==> src/rtl/dmx_slot_capture_with_loss_detect_core_defines.svh <==
// Assertion macros for the DMX slot capture RTL
`ifndef DMX_SLOT_CAPTURE_WITH_LOSS_DETECT_CORE_DEFINES_SVH
`define DMX_SLOT_CAPTURE_WITH_LOSS_DETECT_CORE_DEFINES_SVH

// Same-cycle implication, disabled in reset
`define DMXSC_ASSERT_NOW(label, clk, rst_n, ante, cons) \
    label: assert property (@(posedge clk) disable iff (!rst_n) (ante) |-> (cons)) \
        else $error("dmxsc assertion failed");

// Next-cycle implication, disabled in reset
`define DMXSC_ASSERT_NEXT(label, clk, rst_n, ante, cons) \
    label: assert property (@(posedge clk) disable iff (!rst_n) (ante) |=> (cons)) \
        else $error("dmxsc assertion failed");

`endif

==> src/rtl/dmxsc_pkg.sv <==
// Types and constants for the DMX slot capture block
package dmxsc_pkg;

    localparam int unsigned SlotW      = 10;
    localparam int unsigned ChanW      = 9;
    localparam int unsigned SilenceW   = 16;
    localparam int unsigned ByteW      = 8;
    localparam int unsigned LevelW     = 14;
    localparam int unsigned DataW      = 32;
    localparam int unsigned AddrW      = 3;

    localparam logic [ChanW-1:0]    StartChannelRst = 9'd1;
    localparam logic [SilenceW-1:0] TimeoutRst      = 16'd11494;
    localparam logic [SlotW-1:0]    SlotMax         = 10'd1023;
    localparam logic [SilenceW-1:0] SilenceMax      = 16'hFFFF;

    localparam logic KindByte = 1'b0;
    localparam logic KindTick = 1'b1;

    // register select, taken from paddr[2]
    localparam logic RegStartChannel = 1'b0;
    localparam logic RegTimeoutTicks = 1'b1;

    typedef struct packed {
        logic               kind;
        logic [ByteW-1:0]   data_byte;
        logic               frame_error;
    } in_item_t;

    typedef struct packed {
        logic               level_valid;
        logic [LevelW-1:0]  pwm_level;
        logic               signal_lost;
        logic               lost_event;
        logic               recovered_event;
    } out_item_t;

    typedef struct packed {
        logic [ChanW-1:0]    start_channel;
        logic [SilenceW-1:0] timeout_ticks;
    } cfg_t;

endpackage

==> src/rtl/dmxsc_if.sv <==
// Valid/ready channel interfaces for input items and results
interface dmxsc_in_if
    import dmxsc_pkg::*;
();
    logic             valid;
    logic             ready;
    logic             kind;
    logic [ByteW-1:0] data_byte;
    logic             frame_error;

    modport source (output valid, kind, data_byte, frame_error, input ready);
    modport sink   (input valid, kind, data_byte, frame_error, output ready);
endinterface

interface dmxsc_out_if
    import dmxsc_pkg::*;
();
    logic              valid;
    logic              ready;
    logic              level_valid;
    logic [LevelW-1:0] pwm_level;
    logic              signal_lost;
    logic              lost_event;
    logic              recovered_event;

    modport source (output valid, level_valid, pwm_level, signal_lost, lost_event,
                    recovered_event, input ready);
    modport sink   (input valid, level_valid, pwm_level, signal_lost, lost_event,
                    recovered_event, output ready);
endinterface

==> src/rtl/dmx_slot_capture_with_loss_detect_core.sv <==
// Top level of the DMX slot capture block with loss-of-signal detection
//
// Input channel (item): one beat is either a received byte with its framing
// error flag (kind 0) or a timer tick (kind 1). Output channel (result): one
// beat per input beat, carrying the captured 14-bit level when the low slot
// of the configured pair arrives, the current signal-lost flag, and the lost
// and recovered events.
// Path from input beat to result beat: input register, then the update stage
// which writes the slot/silence state and the result register. Throughput:
// one beat per cycle while result.ready is high; the input register and the
// result register each hold a beat, so input is taken while a result waits.
// When the receiver stalls, the result register holds and the input register
// fills, after which item.ready drops until result.ready returns.
// Reset clears the slot index, held high byte, silence count and lost flag,
// and loads start_channel = 1 and timeout_ticks = 11494. Configuration lives
// on the APB port at byte addresses 0 and 4; write it only while idle.
module dmx_slot_capture_with_loss_detect_core
    import dmxsc_pkg::*;
(
    input  logic             clk,
    input  logic             rst_n,
    dmxsc_in_if.sink         item,
    dmxsc_out_if.source      result,
    input  logic             psel,
    input  logic             penable,
    input  logic             pwrite,
    input  logic [AddrW-1:0] paddr,
    input  logic [DataW-1:0] pwdata,
    output logic [DataW-1:0] prdata,
    output logic             pready
);

    cfg_t      cfg;
    logic      in_valid_reg;
    in_item_t  in_item_reg;
    logic      advance;
    logic      out_valid;
    out_item_t out_item;
    logic      in_ready;

    dmxsc_cfg u_cfg (
        .clk     (clk),
        .rst_n   (rst_n),
        .psel    (psel),
        .penable (penable),
        .pwrite  (pwrite),
        .paddr   (paddr),
        .pwdata  (pwdata),
        .prdata  (prdata),
        .pready  (pready),
        .cfg     (cfg)
    );

    // input register empties whenever the update stage moves
    assign in_ready   = !in_valid_reg || advance;
    assign item.ready = in_ready;

    always_ff @(posedge clk or negedge rst_n)
    begin
        if (!rst_n)
            in_valid_reg <= 1'b0;
        else if (in_ready)
            in_valid_reg <= item.valid;
    end

    always_ff @(posedge clk)
    begin
        if (in_ready && item.valid)
        begin
            in_item_reg.kind        <= item.kind;
            in_item_reg.data_byte   <= item.data_byte;
            in_item_reg.frame_error <= item.frame_error;
        end
    end

    dmxsc_update u_update (
        .clk       (clk),
        .rst_n     (rst_n),
        .cfg       (cfg),
        .fire      (in_valid_reg),
        .item      (in_item_reg),
        .advance   (advance),
        .out_valid (out_valid),
        .out_ready (result.ready),
        .out_item  (out_item)
    );

    assign result.valid           = out_valid;
    assign result.level_valid     = out_item.level_valid;
    assign result.pwm_level       = out_item.pwm_level;
    assign result.signal_lost     = out_item.signal_lost;
    assign result.lost_event      = out_item.lost_event;
    assign result.recovered_event = out_item.recovered_event;

endmodule

==> src/rtl/dmxsc_cfg.sv <==
// APB-style configuration registers: start channel and silence timeout
module dmxsc_cfg
    import dmxsc_pkg::*;
(
    input  logic             clk,
    input  logic             rst_n,
    input  logic             psel,
    input  logic             penable,
    input  logic             pwrite,
    input  logic [AddrW-1:0] paddr,
    input  logic [DataW-1:0] pwdata,
    output logic [DataW-1:0] prdata,
    output logic             pready,
    output cfg_t             cfg
);

    logic [ChanW-1:0]    start_channel_reg;
    logic [SilenceW-1:0] timeout_ticks_reg;
    logic                wr_en;
    logic                reg_sel;

    assign pready  = 1'b1;
    assign wr_en   = psel && penable && pwrite && pready;
    // low address bits ignored, registers sit on 4-byte boundaries
    assign reg_sel = paddr[2];

    always_ff @(posedge clk or negedge rst_n)
    begin
        if (!rst_n)
        begin
            start_channel_reg <= StartChannelRst;
            timeout_ticks_reg <= TimeoutRst;
        end
        else if (wr_en)
        begin
            case (reg_sel)
                RegStartChannel: start_channel_reg <= pwdata[ChanW-1:0];
                RegTimeoutTicks: timeout_ticks_reg <= pwdata[SilenceW-1:0];
                default:         ;
            endcase
        end
    end

    always_comb
    begin
        case (reg_sel)
            RegStartChannel: prdata = {{(DataW-ChanW){1'b0}}, start_channel_reg};
            RegTimeoutTicks: prdata = {{(DataW-SilenceW){1'b0}}, timeout_ticks_reg};
            default:         prdata = '0;
        endcase
    end

    assign cfg.start_channel = start_channel_reg;
    assign cfg.timeout_ticks = timeout_ticks_reg;

endmodule

==> src/rtl/dmxsc_update.sv <==
// Slot tracking, level capture and loss detection, with the result register
`include "dmx_slot_capture_with_loss_detect_core_defines.svh"

module dmxsc_update
    import dmxsc_pkg::*;
(
    input  logic      clk,
    input  logic      rst_n,
    input  cfg_t      cfg,
    input  logic      fire,
    input  in_item_t  item,
    output logic      advance,
    output logic      out_valid,
    input  logic      out_ready,
    output out_item_t out_item
);

    logic [SlotW-1:0]    slot_index_reg,    slot_index_next;
    logic [ByteW-1:0]    high_byte_reg,     high_byte_next;
    logic [SilenceW-1:0] silence_count_reg, silence_count_next;
    logic                lost_flag_reg,     lost_flag_next;
    logic                out_valid_reg;
    out_item_t           out_item_reg,      out_item_next;

    logic [SlotW-1:0]    chan_hi;
    logic [SlotW-1:0]    chan_lo;
    logic [SilenceW-1:0] silence_inc;
    logic [15:0]         pair;

    assign chan_hi     = {1'b0, cfg.start_channel};
    assign chan_lo     = chan_hi + 10'd1;
    assign silence_inc = (silence_count_reg == SilenceMax) ? silence_count_reg
                                                           : silence_count_reg + 16'd1;
    assign pair        = {high_byte_reg, item.data_byte};

    always_comb
    begin
        slot_index_next    = slot_index_reg;
        high_byte_next     = high_byte_reg;
        silence_count_next = silence_count_reg;
        lost_flag_next     = lost_flag_reg;
        out_item_next      = '0;

        case (item.kind)
            KindByte:
            begin
                if (item.frame_error)
                begin
                    slot_index_next = '0;
                end
                else
                begin
                    if (slot_index_reg == chan_hi)
                        high_byte_next = item.data_byte;
                    // high and low slots never coincide, so the stored byte is current
                    if (slot_index_reg == chan_lo)
                    begin
                        out_item_next.level_valid = 1'b1;
                        out_item_next.pwm_level   = pair[15:2];
                    end
                    if (lost_flag_reg && slot_index_reg == '0 && item.data_byte == '0)
                    begin
                        lost_flag_next                = 1'b0;
                        out_item_next.recovered_event = 1'b1;
                    end
                    silence_count_next = '0;
                    if (slot_index_reg != SlotMax)
                        slot_index_next = slot_index_reg + 10'd1;
                end
            end
            KindTick:
            begin
                silence_count_next = silence_inc;
                if (silence_inc > cfg.timeout_ticks && !lost_flag_reg)
                begin
                    lost_flag_next           = 1'b1;
                    out_item_next.lost_event = 1'b1;
                    silence_count_next       = '0;
                end
            end
            default: ;
        endcase

        out_item_next.signal_lost = lost_flag_next;
    end

    assign advance = !out_valid_reg || out_ready;

    always_ff @(posedge clk or negedge rst_n)
    begin
        if (!rst_n)
        begin
            slot_index_reg    <= '0;
            high_byte_reg     <= '0;
            silence_count_reg <= '0;
            lost_flag_reg     <= 1'b0;
            out_valid_reg     <= 1'b0;
        end
        else if (advance)
        begin
            out_valid_reg <= fire;
            if (fire)
            begin
                slot_index_reg    <= slot_index_next;
                high_byte_reg     <= high_byte_next;
                silence_count_reg <= silence_count_next;
                lost_flag_reg     <= lost_flag_next;
            end
        end
    end

    always_ff @(posedge clk)
    begin
        if (advance && fire)
            out_item_reg <= out_item_next;
    end

    assign out_valid = out_valid_reg;
    assign out_item  = out_item_reg;

    `DMXSC_ASSERT_NOW(a_events_exclusive, clk, rst_n,
        out_valid_reg, !(out_item_reg.lost_event && out_item_reg.recovered_event))
    `DMXSC_ASSERT_NOW(a_lost_event_sets_flag, clk, rst_n,
        out_valid_reg && out_item_reg.lost_event, out_item_reg.signal_lost)
    `DMXSC_ASSERT_NOW(a_recover_clears_flag, clk, rst_n,
        out_valid_reg && out_item_reg.recovered_event, !out_item_reg.signal_lost)
    `DMXSC_ASSERT_NEXT(a_loss_restarts_silence, clk, rst_n,
        advance && fire && out_item_next.lost_event, silence_count_reg == '0)
    `DMXSC_ASSERT_NEXT(a_flag_tracks_result, clk, rst_n,
        advance && fire, lost_flag_reg == out_item_reg.signal_lost)

endmodule
==> src/flat_wrapper.sv <==
// flat-port wrapper written by rule: the top's interface ports become plain ports
module dmx_slot_capture_with_loss_detect_core_flat import dmxsc_pkg::*;
  (clk, rst_n, psel, penable, pwrite, paddr, pwdata, prdata, pready, item_valid, item_kind, item_data_byte, item_frame_error, item_ready, result_valid, result_level_valid, result_pwm_level, result_signal_lost, result_lost_event, result_recovered_event, result_ready);
  dmxsc_in_if item_i ();
  dmxsc_out_if result_i ();
  input  logic clk;
  input  logic rst_n;
  input  logic psel;
  input  logic penable;
  input  logic pwrite;
  input  logic [AddrW-1:0] paddr;
  input  logic [DataW-1:0] pwdata;
  output logic [DataW-1:0] prdata;
  output logic pready;
  input wire logic [$bits(item_i.valid)-1:0] item_valid;
  input wire logic [$bits(item_i.kind)-1:0] item_kind;
  input wire logic [$bits(item_i.data_byte)-1:0] item_data_byte;
  input wire logic [$bits(item_i.frame_error)-1:0] item_frame_error;
  output wire logic [$bits(item_i.ready)-1:0] item_ready;
  output wire logic [$bits(result_i.valid)-1:0] result_valid;
  output wire logic [$bits(result_i.level_valid)-1:0] result_level_valid;
  output wire logic [$bits(result_i.pwm_level)-1:0] result_pwm_level;
  output wire logic [$bits(result_i.signal_lost)-1:0] result_signal_lost;
  output wire logic [$bits(result_i.lost_event)-1:0] result_lost_event;
  output wire logic [$bits(result_i.recovered_event)-1:0] result_recovered_event;
  input wire logic [$bits(result_i.ready)-1:0] result_ready;
  assign item_i.valid = item_valid;
  assign item_i.kind = item_kind;
  assign item_i.data_byte = item_data_byte;
  assign item_i.frame_error = item_frame_error;
  assign item_ready = item_i.ready;
  assign result_valid = result_i.valid;
  assign result_level_valid = result_i.level_valid;
  assign result_pwm_level = result_i.pwm_level;
  assign result_signal_lost = result_i.signal_lost;
  assign result_lost_event = result_i.lost_event;
  assign result_recovered_event = result_i.recovered_event;
  assign result_i.ready = result_ready;
  dmx_slot_capture_with_loss_detect_core u_core (.clk(clk), .rst_n(rst_n), .item(item_i), .result(result_i), .psel(psel), .penable(penable), .pwrite(pwrite), .paddr(paddr), .pwdata(pwdata), .prdata(prdata), .pready(pready));
endmodule
==> config.mk <==
export PLATFORM = sky130hd
export DESIGN_NAME = dmx_slot_capture_with_loss_detect_core_flat
export DESIGN_NICKNAME = d
export VERILOG_FILES = /design/src/rtl/dmxsc_pkg.sv /design/src/rtl/dmxsc_if.sv /design/src/rtl/dmx_slot_capture_with_loss_detect_core.sv /design/src/rtl/dmxsc_cfg.sv /design/src/rtl/dmxsc_update.sv /design/src/flat_wrapper.sv
export VERILOG_INCLUDE_DIRS = /design/src /design/src/rtl
export SDC_FILE = /design/constraint.sdc
export NUM_CORES = 1
export LEC_CHECK = 0
export ABC_AREA = 1
export BUFFER_PORTS_ARGS = -buffer_cell sky130_fd_sc_hd__buf_4
export CAP_MARGIN = 10
export CORE_MARGIN = 5
export CORE_UTILIZATION = 60
export CTS_CLUSTER_SIZE = 10
export DETAILED_ROUTE_END_ITERATION = 10
export PLACE_DENSITY = 0.86
export SETUP_SLACK_MARGIN = 0.05
export SLEW_MARGIN = 20
export SYNTH_ARGS = -nofsm -noshare
export SYNTH_HDL_FRONTEND = slang
export SYNTH_HIERARCHICAL = 1
export SYNTH_SLANG_ARGS = --single-unit
==> constraint.sdc <==
create_clock -name clk -period 4.3 [get_ports clk]
set_input_delay 0.86 -clock clk [delete_from_list [all_inputs] [get_ports clk]]
set_output_delay 0.86 -clock clk [all_outputs]
set_load 0.05 [all_outputs]
## Yosys cells after proc, flatten, opt, wreduce, memory -nomap -nowiden

Cells that the tools add are included.

| word-level totals | value |
|---|---|
| register bits | 90 |

| cells by class | value |
|---|---|
| add/sub/neg operators | 3 |
| reductions and logical operators | 23 |
| eq/ne operators | 5 |
| muxes and demuxes | 14 |
| order comparisons | 1 |
| bitwise operators | 4 |

Operators by type and width:

| kind | count |
|---|---|
| case mux 32 bit (2 select lines) | 1 |
| 2-to-1 mux 16 bit | 3 |
| case mux 16 bit (2 select lines) | 1 |
| 2-to-1 mux 10 bit | 2 |
| adder 16 x 1 -> 16 bit, second input constant | 1 |
| == test 16 bit, second input constant | 1 |
| > comparator 16 bit | 1 |
| 2-to-1 mux 15 bit | 1 |
| adder 10 x 1 -> 10 bit, second input constant | 1 |
| adder 9 x 1 -> 10 bit, second input constant | 1 |
| == test 10 bit | 1 |
| == test 10 x 9 -> 1 bit | 1 |
| zero test 10 bit | 1 |
| inequality test 10 bit, second input constant | 1 |
| zero test 8 bit | 1 |
| logical AND 1 bit | 7 |
| AND reduction 2 bit | 3 |
| 2-to-1 mux 1 bit | 5 |
| AND reduction 5 bit | 1 |
| NOT 1 bit | 4 |
| AND reduction 4 bit | 1 |
| zero test 1 bit | 3 |
| AND reduction 3 bit | 1 |
| OR reduction 3 bit | 1 |
| 5 further kinds | 6 |

## Depth between registers and ports, before layout

Gate-level depths: netlist of the first run.

| logic depth | value |
|---|---|
| depth after elaboration | 6 |
| depth in mapped cells | 21 |
| depth with buffers taken out | 20 |

## Hierarchy

Netlist of the first run, hierarchy kept.

Modules (own cells, without submodules):

| module | sequential area each (um^2) | cells each | times used | area an instance (um^2) |
|---|---|---|---|---|
| dmxsc_update | 1441.4 | 485 | 1 | 3777.4 |
| dmxsc_cfg | 636.9 | 174 | 1 | 1336.3 |
| dmx_slot_capture_with_loss_detect_core | 325.3 | 16 | 1 | 345.3 |

## Worst setup path before layout of the first run

Ideal clock, no wire load.

| timing | value |
|---|---|
| path kind | register to register |
| from | reg u_core.u_update.silence_count_reg[0] |
| to | reg u_core.u_update.out_item_reg (netlist bit u_core/u_update/out_item[1]), data pin |
| required time | 4.043 ns |
| path buffers | 2 |
| arrival time | 2.327 ns |
| cell stages (with the launch flop) | 21 |
| slack | 1.717 ns |
| cell sequence | dfrtp_1 ha_1 nand3_1 inv_2 nand4_2 buf_2 nand2_1 o21ai_2 inv_2 ha_1 nand2_1 nand2_1 nand2_1 nand2_1 nand2_1 nand2_1 nand2_1 nand2_1 nand3_2 buf_2 nor2_1 |

| on the way | value |
|---|---|
| cells in the longest elaborated chain, start to end | 5 |
| elaborated cells on any way between the ends | 6 |
| those cells by class | add/sub: 1; order compare: 1; eq/ne: 1; mux: 2; reduce/logical: 1 |

RTL lines:

| what | RTL line | RTL |
|---|---|---|
| start, declared | dmxsc_update.sv:20 | `logic [SilenceW-1:0] silence_count_reg, silence_count_next;` |
| start signal, assigned | dmxsc_update.sv:106 | `silence_count_reg <= silence_count_next;` |
| adder 16 x 1 -> 16 bit or == test 16 bit (tied branches) | dmxsc_update.sv:33, dmxsc_update.sv:32 |  |
| 2-to-1 mux 16 bit * | dmxsc_update.sv:32 | `assign silence_inc = (silence_count_reg == SilenceMax) ? silence_count_reg` |
| > comparator 16 bit * | dmxsc_update.sv:74 | `if (silence_inc > cfg.timeout_ticks && !lost_flag_reg)` |
| logical AND 1 bit * | dmxsc_update.sv:74 |  |
| 2-to-1 mux 1 bit * | dmxsc_update.sv:74 |  |
| end signal, assigned | dmxsc_update.sv:115 | `out_item_reg <= out_item_next;` |
| end, declared | dmxsc_update.sv:23 | `out_item_t out_item_reg, out_item_next;` |

Mark *: on every way between the ends. The rest lies on a longest branch, timed or not.
A chain may end at the register's enable or synchronous reset.

## Worst setup path in the final report of the first run

| timing | value |
|---|---|
| from | reg u_core.u_update.silence_count_reg[0] |
| to | reg u_core.u_update.silence_count_reg[14] |

| on the way | value |
|---|---|
| cells in the longest elaborated chain, start to end | 6 |
| elaborated cells on any way between the ends | 7 |
| those cells by class | add/sub: 1; order compare: 1; eq/ne: 1; mux: 3; reduce/logical: 1 |

RTL lines:

| what | RTL line | RTL |
|---|---|---|
| adder 16 x 1 -> 16 bit or == test 16 bit (tied branches) | dmxsc_update.sv:33, dmxsc_update.sv:32 |  |
| 2-to-1 mux 16 bit * | dmxsc_update.sv:32 |  |
| > comparator 16 bit | dmxsc_update.sv:74 |  |
| logical AND 1 bit | dmxsc_update.sv:74 |  |
| 2-to-1 mux 16 bit * | dmxsc_update.sv:74 |  |
| case mux 16 bit (2 select lines) * | dmxsc_update.sv:44 | `case (item.kind)` |

Marks and branches as above.

==> results of run 1 <==
critical path, stage by stage (launching register included):
cell     delay (ns)
dfrtp_1        0.46
ha_1           0.22
nand3_1        0.17
inv_2          0.15
nand4_2        0.51
o21ai_2        0.33
inv_2          0.06
ha_1           0.29
nand2_1        0.06
nand2_1        0.05
nand2_1        0.04
nand2_1        0.05
nand2_1        0.04
nand2_1        0.05
nand2_1        0.04
nand2_1        0.11
nand3_2        0.33
nand2_1        0.16
o21ai_0        0.09
layer usage:
metal  vias to the layer above  GRT usage, %  wire length (µm)
li1                       2239             -                 -
met1                      2125          28.3              5020
met2                       171          38.9              6150
met3                        23          3.24               681
met4                         0          7.59               167
met5                         -             0                 0
placed cells by master, fill, tap and decap left out, types with 3 or more instances in the layout:
master	n
o21ai_0	18
a21oi_1	18
clkbuf_8	9
nand4_1	8
inv_8	3
edfxtp_1	28
dfstp_2	9
nand3_1	61
xnor2_1	5
nor2_2	6
nor2_4	12
conb_1	17
nand2_2	3
dfrtp_1	53
nand2_1	210
inv_1	76
nor3_1	8
xor2_1	13
buf_4	69
o21ai_1	14
nor2_1	37
inv_2	11
ha_1	20
nand4_2	3
final timing paths:
path / start / end
max in group asynchronous: rst_n / u_core/u_update/silence_count_reg[13]
max: u_core/u_update/silence_count_reg[0] / u_core/u_update/silence_count_reg[14]
max reg2reg: u_core/u_update/silence_count_reg[0] / u_core/u_update/silence_count_reg[14]
min reg2reg: u_core/u_cfg/timeout_ticks_reg[13] / u_core/u_cfg/timeout_ticks_reg[13]
min in group asynchronous: rst_n / u_core/u_update/slot_index_reg[0]
min: u_core/u_cfg/timeout_ticks_reg[13] / u_core/u_cfg/timeout_ticks_reg[13]
power groups by stage:
stage,Sequential (mW),Combinational [mW],Clock (mW)
final,1.13,0.772,0.571
after global routing,1.15,0.857,0.618
after CTS,1.13,0.770,0.580
after detailed placement,1.15,0.766,0
after global placement,1.14,0.732,0
after floorplan,1.17,0.541,0
cell families (layout without fill, tap and decap cells):
family | after synthesis | after routing | share of synthesized area, %
other cells | 2 | 17 | 0.138
fa+ha+maj | 20 | 20 | 4.58
flops | 90 | 90 | 44.0
simple gates | 364 | 364 | 31.4
compound gates | 55 | 55 | 5.41
mux | 1 | 1 | 0.183
xor+xnor | 20 | 20 | 3.48
buf+inv | 123 | 174 | 10.8
cell type report:
class	instances	area [µm²]	share of cell area (%)
Tap cell	108	135	2.21
Clock inverter	7	73.8	1.21
Multi-Input combinational cell	477	2520	41.3
Timing Repair Buffer	69	518	8.48
Sequential cell	90	2400	39.3
Clock buffer	9	124	2.03
Inverter	89	334	5.47
stage by stage:
step / hold slack (ns) / setup slack [ns] / utilization (%) / power, mW
floorplan: 0.450 / 1.72 / - / 1.71
CTS: 0.478 / 1.01 / 69.4 / 2.48
detailed placement: 0.463 / 1.03 / 67.1 / 1.91
finish: 0.476 / 0.929 / 69.4 / 2.48
global placement: 0.461 / 1.15 / 67.1 / 1.87
global route: 0.498 / 0.603 / 69.4 / 2.63
==> impl_metrics.env, run 1 <==
export IMPL_run_status="complete, no violations"
export IMPL_detailedPlacementHpwl_um=8980
export IMPL_fillers=691
export IMPL_core_mm2=0.00881
export IMPL_finalSetupTns_ns=0
export IMPL_cts_setup_buffers=0
export IMPL_final_period_minus_worst_setup_slack_ns=3.37
export IMPL_share_of_total_power_in_sequential_cells_pct=45.8
export IMPL_globalRoute_totalOverflow=0
export IMPL_worstHoldPathCells=2
export IMPL_internal_power_mw=1.49
export IMPL_synth_async_reset_ratio_pct=68.9
export IMPL_period_share_pct=78.4
export IMPL_regToRegSetupSlack_ns=0.93
export IMPL_crit_path_start_kind="flop"
export IMPL_fmax_mhz=297
export IMPL_clock_tree_buffer_depth=2
export IMPL_pin_count_of_the_biggest_net_entering_global_routing=63
export IMPL_clkPwrFrac_pct=23.1
export IMPL_via_count=4558
export IMPL_clkSinkCount=90
export IMPL_nets=808
export IMPL_power_switching_fraction_pct=39.8
export IMPL_die_area_mm2=0.0111
export IMPL_yosys_cell_count_top_type="nand2_1"
export IMPL_finish_instance_area_mm2=0.00611
export IMPL_insertedDiodeCount=0
export IMPL_final_layout_size_suffix_gt1_share_pct=19.3
export IMPL_synth_yosys_seq_area_share_pct=44.0
export IMPL_synthesis_area_mm2=0.00546
export IMPL_gp_congestion=0.877
export IMPL_worstHoldPathType="flop to flop"
export IMPL_critical_path_class="flop to flop"
export IMPL_initial_antenna_violation_count=0
export IMPL_top_level_ports=105
export IMPL_rows=34
export IMPL_wl_per_cell_um=14.2
export IMPL_final_antenna_net_count=0
export IMPL_peakVddDrop_mv=0.215
export IMPL_htree_num_levels=3
export IMPL_post_cts_resize_count=0
export IMPL_clock_tree_from_tritoncts="yes"
export IMPL_setup_violations_final=0
export IMPL_postSynthRegisterBits=90
export IMPL_buffer_ports_inserted=69
export IMPL_cts_buffers_inserted=9
export IMPL_clk_transition_reported_paths_ns=0.10
export IMPL_worstPathRequired_ns=4.51
export IMPL_cp_data_arrival_time_ns=3.58
export IMPL_floorplan_initialDensity_pct=62.0
export IMPL_flow_area_growth_from_synthesis_pct=11.9
export IMPL_path_max_fanout=22
export IMPL_finalHoldViolations=0
export IMPL_die_y_um=105
export IMPL_reg2reg_depth=18
export IMPL_synth_top_area_share_pct=24.3
export IMPL_power_leakage_nw=3.08
export IMPL_pwr_density_cell_mw_per_mm2=405
export IMPL_maxCapViolations=0
export IMPL_routed_via_density=5.37
export IMPL_yosys_area_top_type="dfrtp_1"
export IMPL_worst_slew_margin_relative_to_its_limit_pct=28.3
export IMPL_synth_edf_count=28
export IMPL_global_route_usage_over_all_layers_pct=22.3
export IMPL_route_final_wire_length_um=12000
export IMPL_syn_area_per_cell_um2=8.09
export IMPL_number_of_flip_flops_under_the_largest_register_name=18
export IMPL_stdcell_count=849
export IMPL_drt_first_pass_iters=5
export IMPL_crit_path_end_kind="flop"
export IMPL_ys_flop_type="dfrtp_1"
export IMPL_insertion_delay_ns=0.36
export IMPL_initial_drc_count=383
export IMPL_drc=0
export IMPL_chipWidth_um=105
export IMPL_dpl_instance_area_mm2=0.00591
export IMPL_cts_root_buf="clkbuf_8"
export IMPL_clock_skew_final_ns=0.0162
export IMPL_tightest_slew_ns=1.08
export IMPL_final_max_slew_violation_count=0
export IMPL_wire_length_of_the_first_global_routing_pass_um=20600
export IMPL_net_switching_power_of_the_design_mw=0.985
export IMPL_yosysWarnings=6
export IMPL_synth_area_leaders="dfrtp_1 (24%), edfxtp_1 (15%), nand2_1 (14%)"
export IMPL_netlist_instances=675
export IMPL_grt_pass1_vias=4444
export IMPL_cts_hold_buffers=0
export IMPL_synth_lib_cells_used_distinct=46
export IMPL_synth_top_cells_by_count="nand2_1 (210), inv_1 (76), nand3_1 (61)"
export IMPL_placedCellCount=833
export IMPL_rsz0062_at_grt="no"
export IMPL_combPwrFrac_pct=31.2
(Power assumes the default switching activity.)
==> run 2, diff against run 1 <==
--- a/config.mk
+++ b/config.mk
@@ -10,10 +10,10 @@
 export BUFFER_PORTS_ARGS = -buffer_cell sky130_fd_sc_hd__buf_4
 export CAP_MARGIN = 10
 export CORE_MARGIN = 5
-export CORE_UTILIZATION = 60
+export CORE_UTILIZATION = 51
 export CTS_CLUSTER_SIZE = 10
 export DETAILED_ROUTE_END_ITERATION = 10
-export PLACE_DENSITY = 0.86
+export PLACE_DENSITY = 0.77
 export SETUP_SLACK_MARGIN = 0.05
 export SLEW_MARGIN = 20
 export SYNTH_ARGS = -nofsm -noshare
==> constraint.sdc (replaced) <==
create_clock -name clk -period 2.75 [get_ports clk]
set_input_delay 0.55 -clock clk [delete_from_list [all_inputs] [get_ports clk]]
set_output_delay 0.55 -clock clk [all_outputs]
set_load 0.05 [all_outputs]
==> run 2 against run 1 <==
  * Cell count up 5.4%
  * Global-route usage down 2.5 points
  * Clock power increased by 51%
  * Highest routed layer unchanged
  * Largest power group unchanged
  * Power is 59% higher
  * Critical path depth is 1 lower
  * Register-to-register slack lost 0.80 ns
  * Sequential power grew 57%
  * Sequential cell count unchanged
  * Worst setup slack got worse by 0.80 ns
  * Sequential share of layout area down 1.9 points
  * Critical endpoint is now u_core/u_update/silence_count_reg[13]
  * Via count fell by 0.68%
==> impl_metrics.env, run 2 (synthesis results as in run 1) <==
export IMPL_worst_slew_margin_relative_to_its_limit_pct=47.1
export IMPL_setup_violations_final=0
export IMPL_met1_length_um=5270
export IMPL_grt_pass1_vias=4317
export IMPL_path_max_fanout=17
export IMPL_most_common_layout_cells="nand2_1 (205), buf_4 (84), inv_1 (76)"
export IMPL_final_period_minus_worst_setup_slack_ns=2.62
export IMPL_finalHoldViolations=0
export IMPL_die_y_um=113
export IMPL_top_level_ports=105
export IMPL_globalRoute_totalOverflow=0
export IMPL_drt_first_pass_iters=6
export IMPL_place_ws_ns=0.0681
export IMPL_pin_count_of_the_biggest_net_entering_global_routing=63
export IMPL_rr_startpoint="u_core/u_update/silence_count_reg[0]"
export IMPL_final_antenna_net_count=0
export IMPL_final_max_slew_violation_count=0
export IMPL_routed_via_density=5.06
export IMPL_total_power_mw=3.94
export IMPL_critical_path_class="flop to flop"
export IMPL_timing_critical_path_from="u_core/u_update/silence_count_reg[0]"
export IMPL_power_leakage_nw=3.19
export IMPL_insertedDiodeCount=0
export IMPL_cts_hold_buffers=0
export IMPL_dr_wl_met3_um=730
export IMPL_clk_transition_reported_paths_ns=0.10
export IMPL_insertion_delay_ns=0.37
export IMPL_rsz0062_at_grt="yes"
export IMPL_fmax_mhz=381
export IMPL_cp_data_arrival_time_ns=2.87
export IMPL_postLayoutCoreUtil_pct=62.0
export IMPL_final_common_cell="nand2_1"
export IMPL_core_mm2=0.0104
export IMPL_global_route_usage_over_all_layers_pct=19.7
export IMPL_gp_congestion=0.853
export IMPL_wl_per_cell_um=14.0
export IMPL_tightest_slew_ns=0.793
export IMPL_run_status="complete, no violations"
export IMPL_placedCellCount=874
export IMPL_crit_path_start_kind="flop"
export IMPL_timing_final_ws_setup_ns=0.127
export IMPL_cts_buffers_inserted=9
export IMPL_via_count=4527
export IMPL_maxCapViolations=0
export IMPL_pwr_density_cell_mw_per_mm2=614
export IMPL_clock_tree_from_tritoncts="yes"
export IMPL_topRoutingLayerUsed="met4"
export IMPL_final_layout_size_suffix_gt1_share_pct=23.8
export IMPL_wl_met2_um=6340
export IMPL_die_area_mm2=0.0129
export IMPL_rows=37
export IMPL_clock_tree_buffer_depth=2
export IMPL_chipWidth_um=113
export IMPL_initial_antenna_violation_count=0
export IMPL_initial_drc_count=269
export IMPL_route_final_wire_length_um=12500
export IMPL_cts_root_buf="clkbuf_8"
export IMPL_clkSinkCount=90
export IMPL_flow_area_growth_from_synthesis_pct=17.7
export IMPL_wire_length_of_the_first_global_routing_pass_um=20500
export IMPL_nets=826
export IMPL_drc=0
export IMPL_buffer_ports_inserted=69
export IMPL_htree_num_levels=3
export IMPL_worstPathRequired_ns=3.00
export IMPL_stdcell_count=895
export IMPL_clock_skew_final_ns=0.00682
export IMPL_number_of_flip_flops_under_the_largest_register_name=18
export IMPL_worstHoldPathType="input port to asynchronous set/reset pin"
export IMPL_peakVddDrop_mv=0.403
export IMPL_crit_path_end_kind="flop"
export IMPL_period_share_pct=95.4
export IMPL_floorplan_initialDensity_pct=52.6
export IMPL_hold_slack_ns=0.267
export IMPL_detailedPlacementHpwl_um=8940
==> run 2: timing repair <==
item | 4_1_cts | 5_1_grt
setup buffers | 1 | 4
endpoints found under the hold margin | 0 | 0
setup endpoints to repair | 5 | 19
pin swaps | 0 | 10
resized for setup | 1 | 30
gates cloned | 0 | 0
==> run 2: power breakdown <==
part	total [mW]	internal, mW	switching (mW)
Sequential	1.77	1.59	0.182
Combinational	1.31	0.437	0.874
Clock	0.863	0.342	0.521
==> run 2: critical path, stage by stage, from the launching register on <==
cell     delay, ns
dfrtp_1       0.40
buf_4         0.16
nand3_2       0.14
nor2_4        0.19
nand2_2       0.09
nor2_1        0.10
nand2_1       0.05
nand2_1       0.09
nand2_1       0.06
ha_1          0.31
nand2_2       0.09
nor3_4        0.23
nand2_1       0.09
nand2_2       0.10
nand3_2       0.09
buf_12        0.16
nand2_1       0.06
o21ai_0       0.08
==> run 2: final timing paths <==
check	end	slack [ns]	depth (start not counted)
max reg2reg	u_core/u_update/silence_count_reg[13]	0.13	17
min in group clk	u_core/in_item_reg[4]	0.35	1
min	u_core/u_update/slot_index_reg[3]	0.27	1
min reg2reg	u_core/u_cfg/timeout_ticks_reg[7]	0.48	2
max in group asynchronous	u_core/u_cfg/timeout_ticks_reg[12]	1.98	1
max	u_core/u_update/silence_count_reg[13]	0.13	17
==> run 2: final cells by class <==
| cell class | count | area (µm²) |
|---|---|---|
| fillers | 896 | 3940 |
| multi-input cells | 477 | 2660 |
| flip-flops and latches | 90 | 2400 |
| repair buffers | 87 | 673 |
| inverters | 89 | 337 |
| well taps | 136 | 170 |
| clock buffers | 10 | 128 |
| clock inverters | 6 | 52.6 |
==> run 2: through the flow <==
step	setup TNS (ns)	cell area (µm²)
6_report	0	6430
5_1_grt	-0.690	6430
4_1_cts	0	6250
3_5_place_dp	0	6060
3_3_place_gp	0	6060
2_1_floorplan	0	5520
==> run 2: per-layer routing <==
metal  track usage, %  vias to the layer above
met2             33.4                      138
met4             5.29                        0
li1                 -                     2270
met1             25.6                     2103
met5                0                        -
met3             4.35                       16
